## src/rtl/sample_without_replacement_macros.svh

```systemverilog
`ifndef SAMPLE_WITHOUT_REPLACEMENT_MACROS_SVH
`define SAMPLE_WITHOUT_REPLACEMENT_MACROS_SVH

// same-cycle implication
`define SWR_ASSERT_SAME(lbl, clk, rst, ante, cons, msg) \
   lbl: assert property (@(posedge clk) disable iff (rst) (ante) |-> (cons)) \
      else $error(msg);

// next-cycle implication
`define SWR_ASSERT_NEXT(lbl, clk, rst, ante, cons, msg) \
   lbl: assert property (@(posedge clk) disable iff (rst) (ante) |=> (cons)) \
      else $error(msg);

`endif

```

## src/rtl/swr_pkg.sv

```systemverilog
package swr_pkg;

   localparam int BASE_W      = 24;
   localparam int POOL_CNT_W  = 11;
   localparam int SAMPLE_W    = 16;
   localparam int RAND_W      = 10;
   localparam int ID_W        = 25;
   localparam int CSR_IDX_W   = 2;
   localparam int CSR_DATA_W  = 24;
   localparam int REQ_DATA_W  = 16;
   localparam int RSP_DATA_W  = 32;

   localparam logic [CSR_IDX_W-1:0] CSR_BASE_INDEX   = 2'd0;
   localparam logic [CSR_IDX_W-1:0] CSR_POOL_COUNT   = 2'd1;
   localparam logic [CSR_IDX_W-1:0] CSR_SAMPLE_COUNT = 2'd2;

   localparam logic [BASE_W-1:0]     BASE_RESET   = 24'd0;
   localparam logic [POOL_CNT_W-1:0] POOL_RESET   = 11'd1;
   localparam logic [SAMPLE_W-1:0]   SAMPLE_RESET = 16'd1;
   localparam logic [SAMPLE_W-1:0]   SAMPLE_MIN   = 16'd2;

   typedef struct packed {
      logic accept;
      logic commit;
      logic sweep;
   } swr_cmd_type;

   typedef struct packed {
      logic cfg_write;
      logic sweep_done;
      logic rsp_free;
      logic run_end;
   } swr_status_type;

endpackage

```

## src/rtl/swr_ctrl.sv

```systemverilog
module swr_ctrl (
   input  logic                   clock,
   input  logic                   reset,
   input  logic                   req_valid,
   output logic                   req_ready,
   input  swr_pkg::swr_status_type status,
   output swr_pkg::swr_cmd_type    cmd
);
   import swr_pkg::*;

   typedef enum logic [1:0] {
      ST_SWEEP,
      ST_IDLE,
      ST_EXEC
   } state_type;

   state_type state_ff, state_in;

   assign req_ready  = (state_ff == ST_IDLE);
   assign cmd.accept = (state_ff == ST_IDLE) && req_valid;
   assign cmd.commit = (state_ff == ST_EXEC) && status.rsp_free;
   assign cmd.sweep  = (state_ff == ST_SWEEP);

   always_comb begin
      state_in = state_ff;
      case (state_ff)
         ST_SWEEP: begin
            if (status.sweep_done) state_in = ST_IDLE;
         end
         ST_IDLE: begin
            if (req_valid) state_in = ST_EXEC;
         end
         ST_EXEC: begin
            if (status.rsp_free) state_in = status.run_end ? ST_SWEEP : ST_IDLE;
         end
         default: state_in = ST_SWEEP;
      endcase
      if (status.cfg_write) state_in = ST_SWEEP;
   end

   always_ff @(posedge clock) begin
      if (reset) begin
         state_ff <= ST_SWEEP;
      end else begin
         state_ff <= state_in;
      end
   end

endmodule

```

## config.mk

```make
export PLATFORM = sky130hd
export DESIGN_NAME = swr_ctrl
export DESIGN_NICKNAME = d
export VERILOG_FILES = /design/src/rtl/sample_without_replacement_macros.svh /design/src/rtl/swr_pkg.sv /design/src/rtl/swr_ctrl.sv
export SDC_FILE = /design/constraint.sdc
export NUM_CORES = 1
export LEC_CHECK = 0
export ABC_AREA = 1
export BUFFER_PORTS_ARGS = -buffer_cell sky130_fd_sc_hd__clkbuf_2
export CAP_MARGIN = 0
export CORE_AREA = 2 2 39 41
export DETAILED_ROUTE_END_ITERATION = 12
export DIE_AREA = 0 0 41 43
export PLACE_DENSITY_LB_ADDON = 0.15
export RECOVER_POWER = 50
export SYNTH_ARGS = -nofsm -noshare
export SYNTH_HDL_FRONTEND = slang
export SYNTH_SLANG_ARGS = --single-unit
```

## constraint.sdc

```tcl
create_clock -name clock -period 1.2 [get_ports clock]
set_clock_uncertainty 0.15 [all_clocks]
set_input_delay 0.12 -clock clock [delete_from_list [all_inputs] [get_ports clock]]
set_output_delay 0.12 -clock clock [all_outputs]
set_load 0.05 [all_outputs]
```

Word-level counts from Yosys, hierarchy flattened

Index checks and enable logic that the tools add are counted.

Equality and inequality tests: 5
Reductions and logical operators: 5
Multiplexer cells: 5

Operators by type and width:

| operator                                       | count |
|---|---|
| two-way mux 2 bit                              | 3 |
| != test 2 bit (second input constant)          | 3 |
| one-hot mux 2 bit (3 select lines)             | 1 |
| AND reduction 3 bit                            | 1 |
| == test 2 x 1 -> 1 bit (second input constant) | 1 |
| == test 2 bit (second input constant)          | 1 |
| logical AND 1 bit                              | 2 |
| logical NOT 2 bit                              | 1 |
| OR reduction 2 bit                             | 1 |
| two-way mux 1 bit                              | 1 |

Output and inout port bits: 4
Bits in registers: 2
Word-level logic and storage cells: 16
Input bits: 7

Depth between registers and ports, before layout

Gate-level depths: netlist of the first run.

Depth in word-level cells: 3
Mapped depth: 6
Gate-level depth less buffers: 6

Worst setup path before layout of the first run

OpenSTA, ideal clock, no wires.

Path kind: reg2out
From: register state_ff[1]
To: output cmd[1] (netlist bit)
Arrival: 1,477 ps
Buffers on the path: 0
Data required time: 930 ps
Stages on the path, launching flop included: 3
Slack: -547 ps
Cells stage by stage: dfxtp_1 inv_1 nor3_1

RTL lines:

| item                   | RTL line       | source |
|---|---|---|
| from (decl)            | swr_ctrl.sv:17 | `state_type state_ff, state_in;` |
| from (signal assigned) | swr_ctrl.sv:45 | `state_ff <= state_in;` |
| to (decl)              | swr_ctrl.sv:7  | `output swr_pkg::swr_cmd_type cmd` |

==> reports/summary.txt, run 1 <==
Worst-case clock buffer depth: 2
Reg-to-reg setup timing slack: 0.07 ns
RD Place Congestion: 0.643
Post-Route WL: 411 um
Min-Delay Path Depth: 3
Area grow syn2layout: 179%
Crit-path max FO: 2
Setup WS pre-CTS: 0.0137 ns
Max reg flops: 2
Full die area: 0.00176 sq mm
Peak supply drop: 390 uV
Final nets: 51
Vias in the first global route: 196
Clock Latency Late Sink: 0.22 ns
Min Tclk post-route: 1.35 ns
Cells on worst reg2reg path: 7
Final Cycle Share: 1.12
H-tree depth reported by CTS: 1
Syn avg cell area: 5.60 sq um
DRT Pass-1 Iters: 2
Initial DRC Count: 2
Post-route ant nets: 0
Cell Area, Synth: 129 sq um
Critical Path RT: 0.93 ns
DIE HEIGHT: 43 um
Fin worst setup slack: -0.148 ns
Leak Pwr: 0.000174 uW
GRT overflow: 0
Syn_nets: 30
Hold Vio Cnt, Final: 0
Post-route cell area: 359 sq um
Slew headroom: 0.903
Global-route wire length before repair: 655 um
Worst Setup Start Kind: flip-flop
Most common cell after layout, fill and taps aside: clkbuf_2
Placed insts: 51
Crit path DAT: 1.08 ns
# diodes: 0
Clock net sink count: 2
Initial Utilization: 0.0931
HPWL after DPL: 316 um
Final slew viol count: 0
TritonCTS Buffers: 3
Placement Cell Area: 235 sq um
Hold WS: 0.0556 ns
Num ports: 11
Post-route insts no fill: 58
Drt wl/cell: 7.09 um
Vias: 197
Synth warn: 0
Largest register by flop count: state_ff
Root buf cell: clkbuf_4
Worst-Margin Slew: 0.145 ns
Most frequent cells in the layout: clkbuf_2, inv_1, nand2_1, buf_4, clkbuf_4
Final core utilization: 0.259
GR Util All Layers: 0.0671
Port bufs: 10
Largest net degree at the start of global routing: 4
Sequential area share after synthesis: 0.311
Hold EP: state_ff[1]
Max cap viols: 0
Clock-pin slew on the worst setup and hold paths: 0.03 ns
Initial antenna violation count: 0
Post-Syn Instances: 23
R2R Path End: state_ff[0]
Die width: 41 um
Netlist cell types: 8
FILL cells: 152
Largest regs: state_ff (2)
Final setup viols: 4
Critical path capture point type: output pin
Flops & latches, synth: 2
Hold WC Path Type: in2reg
DRC: 0
RSZ-0062 raised after global routing: true
Hold_sp: req_valid
FP Rows: 14
Fmax: 0.742 GHz
CORE AREA: 0.00138 sq mm
Number of vias per cell: 3.40
Setup Crit Path Kind: reg2out
Status: complete, but fails checks
CTS tree: yes
Layout cell share with drive strength beyond 1: 0.667
PwrDens: 855 mW/mm^2
Worst R2R Start: state_ff[0]
Failing checks: setup timing
## cell usage after synthesis
master	count	area share
a21boi_0	1	0.058
dfxtp_1	2	0.31
inv_1	7	0.20
nand2_1	7	0.20
nand3_1	1	0.039
nor2_1	3	0.087
nor3_1	1	0.039
o21bai_1	1	0.058
## how the worst max path moves through the flow
| stage | startpoint | end | slack, ns |
|---|---|---|---|
| floorplan | state_ff[1] | cmd[2] | -0.20 |
| global placement | state_ff[0] | cmd[2] | 0.01 |
| detailed placement | state_ff[0] | cmd[2] | 0.01 |
| CTS | state_ff[1] | cmd[2] | -0.16 |
| global route | state_ff[1] | cmd[2] | -0.20 |
| finish | state_ff[1] | cmd[2] | -0.15 |
## kinds of logic (layout without fill, tap and decap cells)
group	Yosys count	count (layout)	share of synthesized area
buffers and inverters	7	26	0.204
AND/OR/NAND/NOR	12	12	0.369
AO/OA/AOI/OAI	2	2	0.117
flip-flops	2	2	0.311
## per-layer routing
layer,up-vias,share of wire,track usage
met1,84,0.39,0.0511
met2,8,0.51,0.0844
met3,0,0.097,0.0628
met5,-,0,0
met4,0,0,0.0800
li1,105,-,-
## per-stage QoR
stage | total power (uW) | TNS [ns]
detailed placement | 136 | 0
global route | 333 | -0.542
global placement | 136 | 0
CTS | 310 | -0.271
floorplan | 115 | -0.493
finish | 307 | -0.375
## final cells by class
cell class                 instances  area [sq um]  area share
inverter                           7          33.8      0.0941
multi-input combinational         14          92.6       0.258
sequential                         2          45.0       0.125
tap                               16          20.0      0.0557
clock buffer                       3          22.5      0.0627
timing repair buffer              16           145       0.404
## critical path: stages (launching register included)
cell        delay, ns
dfxtp_2          0.32
inv_2            0.05
nand2_4          0.06
clkinvlp_4       0.08
nand2_2          0.09
clkinvlp_4       0.09
clkbuf_16        0.17
## report_power, final
part,switching (uW),internal (uW)
logic,46.6,44.0
clock network,34.6,110
registers,2.94,68.8
total,84.1,223
## timing repair
item | CTS | global route
gates resized for setup | 11 | 6
setup buffers | 0 | 2
hold endpoints to repair | 1 | 0
setup endpoints to repair | 4 | 5
hold buffers | 2 | 0
pin swaps | 1 | 3
Note: power is estimated with default switching activity, not from simulation.
==> run 2: changes to the inputs <==
- SLEW_MARGIN: not set -> 10
- clock period: 1.2 -> 1.5 ns (I/O delays scaled with it)
==> reports/summary.txt, run 2 (same netlist as run 1, synthesis figures left out) <==
DRC: 0
Initial DRC Count: 0
Full die area: 0.00176 sq mm
GR Util met1: 0.0382
Final setup viols: 0
Placement Cell Area: 210 sq um
CTS Hold Bufs: 0
Leak Pwr: 0.000136 uW
Root buf cell: clkbuf_4
Worst-case clock buffer depth: 2
Slew headroom: 0.816
Crit-path max FO: 4
Clock-pin slew on the worst setup and hold paths: 0.03 ns
DRT Pass-1 Iters: 1
GR Util met3: 0.0314
Most common cell after layout, fill and taps aside: clkbuf_2
Status: complete, no violations
Largest net degree at the start of global routing: 5
Global-route wire length before repair: 448 um
Post-route cell area: 245 sq um
GRT overflow: 0
Hold WC Path Type: in2reg
FILL cells: 169
Largest register by flop count: state_ff
Critical path capture point type: output pin
Die width: 41 um
RSZ-0062 raised after global routing: false
Layout cell share with drive strength beyond 1: 0.500
Initial antenna violation count: 0
Vias: 164
Max cap viols: 0
Drt wl/cell: 6.25 um
Clock Latency Late Sink: 0.22 ns
Critical Path RT: 1.20 ns
Port bufs: 10
Vias in the first global route: 140
Hold Vio Cnt, Final: 0
FP Rows: 14
GR Util All Layers: 0.0470
Crit path DAT: 1.09 ns
Num ports: 11
PwrDens: 905 mW/mm^2
Setup TNS: 0 ns
Most used routing layer: met4
Worst-Margin Slew: 0.277 ns
Final core utilization: 0.177
Post-Route WL: 325 um
Number of vias per cell: 3.15
Final slew viol count: 0
HPWL after DPL: 266 um
Area grow syn2layout: 90.3%
TritonCTS Buffers: 3
Clock net sink count: 2
Worst Setup Start Kind: flip-flop
Most frequent cells in the layout: clkbuf_2, inv_1, nand2_1, clkbuf_4, nor2_1
# diodes: 0
Met2 Use GR: 0.0531
H-tree depth reported by CTS: 1
Min Tclk post-route: 1.39 ns
Setup WS pre-CTS: 0.200 ns
Placed insts: 49
Largest regs: state_ff (2)
Final nets: 45
Initial Utilization: 0.0931
CORE AREA: 0.00138 sq mm
Fmax: 0.717 GHz
CTS tree: yes
Peak supply drop: 200 uV
Post-route ant nets: 0
Fin worst setup slack: 0.106 ns
Max reg flops: 2
Setup Crit Path Kind: reg2out
RD Place Congestion: 0.626
Post-route insts no fill: 52
DIE HEIGHT: 43 um
Final Cycle Share: 0.930
run 2: changes by cell type in the layout (fill, tap and decap cells not counted), moves of 2 or more:
cell           previous run  this run
inv_1                     4         6
nand2_1                   4         6
dlygate4sd3_1             2         0
buf_4                     4         0
clkbuf_2                  6         9
run 2: cell type report:
cell class                      count  area [sq um]  share of cell area
Inverter                            7          30.0               0.122
Clock buffer                        3          22.5              0.0918
Tap cell                           16          20.0              0.0816
Sequential cell                     2          41.3               0.168
Multi-Input combinational cell     14          72.6               0.296
Timing Repair Buffer               10          58.8               0.240
run 2: worst paths after layout:
| check | slack (ns) | start | cells after the start | to |
|---|---|---|---|---|
| setup / recovery | 0.11 | state_ff[0] | 5 | cmd[2] |
| hold / removal | 0.02 | reset | 4 | state_ff[0] |
| setup reg to reg | 0.48 | state_ff[0] | 4 | state_ff[1] |
| hold reg to reg | 0.38 | state_ff[1] | 2 | state_ff[1] |
run 2: layer usage:
| layer | up-vias | wire length, um |
|---|---|---|
| met5 | - | 0 |
| met4 | 0 | 0 |
| met3 | 0 | 46 |
| met2 | 8 | 146 |
| met1 | 62 | 133 |
| li1 | 94 | - |
run 2: critical path, cell delays in order, from the launching register on:
cell	delay (ns)
dfxtp_1	0.39
nand2_1	0.10
inv_1	0.09
nand2_2	0.07
clkinvlp_4	0.06
clkbuf_8	0.16
run 2: through the flow:
| stage | power (uW) | hold WS, ns |
|---|---|---|
| finish | 222 | 0.0232 |
| CTS | 230 | 0.0222 |
| global route | 242 | 0.0284 |
| floorplan | 88.9 | 0.150 |
| global placement | 104 | 0.252 |
| detailed placement | 103 | 0.261 |
run 2: what timing repair did:
action / in CTS / in global routing
endpoints found under the hold margin: 0 / 0
gates cloned: 0 / 0
setup endpoints to repair: 1 / 1
buffers inserted: 0 / 0
gates resized for setup: 2 / 2
run 2: power by group:
part           switching, uW  internal (uW)  leakage [uW]
clock network           29.2           88.1     0.0000138
logic                   30.1           16.3      0.000106
registers               2.46           55.7     0.0000168
==> run 3: changes to the inputs <==
--- a/constraint.sdc
+++ b/constraint.sdc
@@ -3,3 +3,3 @@
 set_input_delay 0.15 -clock clock [delete_from_list [all_inputs] [get_ports clock]]
 set_output_delay 0.15 -clock clock [all_outputs]
-set_load 0.05 [all_outputs]
+set_load 0.1 [all_outputs]
==> reports/summary.txt, run 3 (same netlist as run 1, synthesis figures left out) <==
Clock net sink count: 2
Setup WS pre-CTS: 0.215 ns
Final setup viols: 0
FP Rows: 14
Port bufs: 10
H-tree depth reported by CTS: 1
# diodes: 0
TritonCTS Buffers: 3
Flip-flop and latch area: 45.0 sq um
Peak supply drop: 290 uV
Min-Delay Path Depth: 4
RSZ-0062 raised after global routing: true
Min Tclk post-route: 1.44 ns
Fin worst setup slack: 0.0630 ns
Max reg flops: 2
Worst-case clock buffer depth: 2
Hold Vio Cnt, Final: 0
Largest regs: state_ff (2)
Initial DRC Count: 1
WL met1: 150 um
Detail Route met3 WL: 31 um
Final slew viol count: 0
Largest net degree at the start of global routing: 5
Final core utilization: 0.241
Initial antenna violation count: 0
Num ports: 11
Max cap viols: 0
DRT Pass-1 Iters: 2
Most common cell after layout, fill and taps aside: clkbuf_2
Die width: 41 um
CTS Hold Bufs: 0
Drt wl/cell: 7.15 um
Slew headroom: 0.883
Final nets: 46
GR Util All Layers: 0.0571
Crit path DAT: 1.14 ns
Leak Pwr: 0.000160 uW
Post-route insts no fill: 53
CTS tree: yes
Vias: 184
Multi-input gate area: 91.3 sq um
DIE HEIGHT: 43 um
Post-Route WL: 379 um
DRC: 0
Fmax: 0.696 GHz
Area grow syn2layout: 158%
Most frequent cells in the layout: clkbuf_2, nand2_1, inv_1, buf_12, clkbuf_4
FILL cells: 160
Cells on worst reg2reg path: 6
Full die area: 0.00176 sq mm
Worst-Margin Slew: 0.175 ns
Clock Latency Late Sink: 0.22 ns
Number of vias per cell: 3.47
GRT overflow: 0
Status: complete, no violations
Hold WS: 0.00989 ns
CORE AREA: 0.00138 sq mm
Crit-path max FO: 4
Routed met2 length: 198 um
Layout cell share with drive strength beyond 1: 0.622
Global-route wire length before repair: 641 um
Vias in the first global route: 184
Critical path capture point type: output pin
Largest register by flop count: state_ff
Clock-pin slew on the worst setup and hold paths: 0.03 ns
Setup Crit Path Kind: reg2out
Hold WC Path Type: in2reg
PwrDens: 794 mW/mm^2
Max layer used: met3
Placed insts: 49
Final Cycle Share: 0.958
Critical Path RT: 1.20 ns
Worst Setup Start Kind: flip-flop
Post-route ant nets: 0
RD Place Congestion: 0.615
Root buf cell: clkbuf_4
Initial Utilization: 0.0931
Tot Pwr: 264 uW
[run 3: cell types whose count changed in the layout (fill, tap and decap cells not counted), sizes merged]
cell,change
buf,+5
clkbuf,-4
clkinvlp,+1
inv,-1
[run 3: path summary, 6_finish.rpt]
kind                    start           to  slack (ns)
setup / recovery  state_ff[1]       cmd[2]        0.06
hold / removal          reset  state_ff[0]        0.01
setup reg to reg  state_ff[1]  state_ff[0]        0.43
hold reg to reg   state_ff[1]  state_ff[1]        0.42
[run 3: power by group]
group,switching (uW),leakage [uW],internal (uW),total [uW]
clock,31.1,0.0000138,88.3,119
combinational,53.1,0.000129,33.1,86.2
sequential,4.18,0.0000175,54.5,58.6
[run 3: what timing repair did]
action / 4_1_cts / 5_1_grt
pin swaps: 1 / 1
gates resized for setup: 1 / 4
gates cloned: 0 / 0
setup buffers: 1 / 0
setup endpoints to repair: 1 / 1
[run 3: per-stage QoR]
step / setup TNS, ns / cell area (sq um)
floorplan: -0.647 / 156
global placement: 0 / 287
detailed placement: 0 / 287
CTS: 0 / 322
global route: -0.00535 / 333
finish: 0 / 333
[run 3: layer usage]
layer  GRT usage  vias up
met3      0.0471        0
met2      0.0813        6
met5           0        -
met4      0.0400        0
met1      0.0511       84
li1            -       94
[run 3: layout make-up]
class	count	area share
Clock buffer	3	0.0677
Inverter	7	0.109
Multi-Input combinational cell	14	0.274
Sequential cell	2	0.135
Tap cell	16	0.0602
Timing Repair Buffer	11	0.353
[run 3: worst max-delay path: stages, from the launching register on]
cell	delay (ns)
dfxtp_4	0.36
inv_4	0.05
nand2_4	0.06
clkinvlp_4	0.10
nand2_4	0.09
clkinvlp_4	0.09
buf_12	0.16
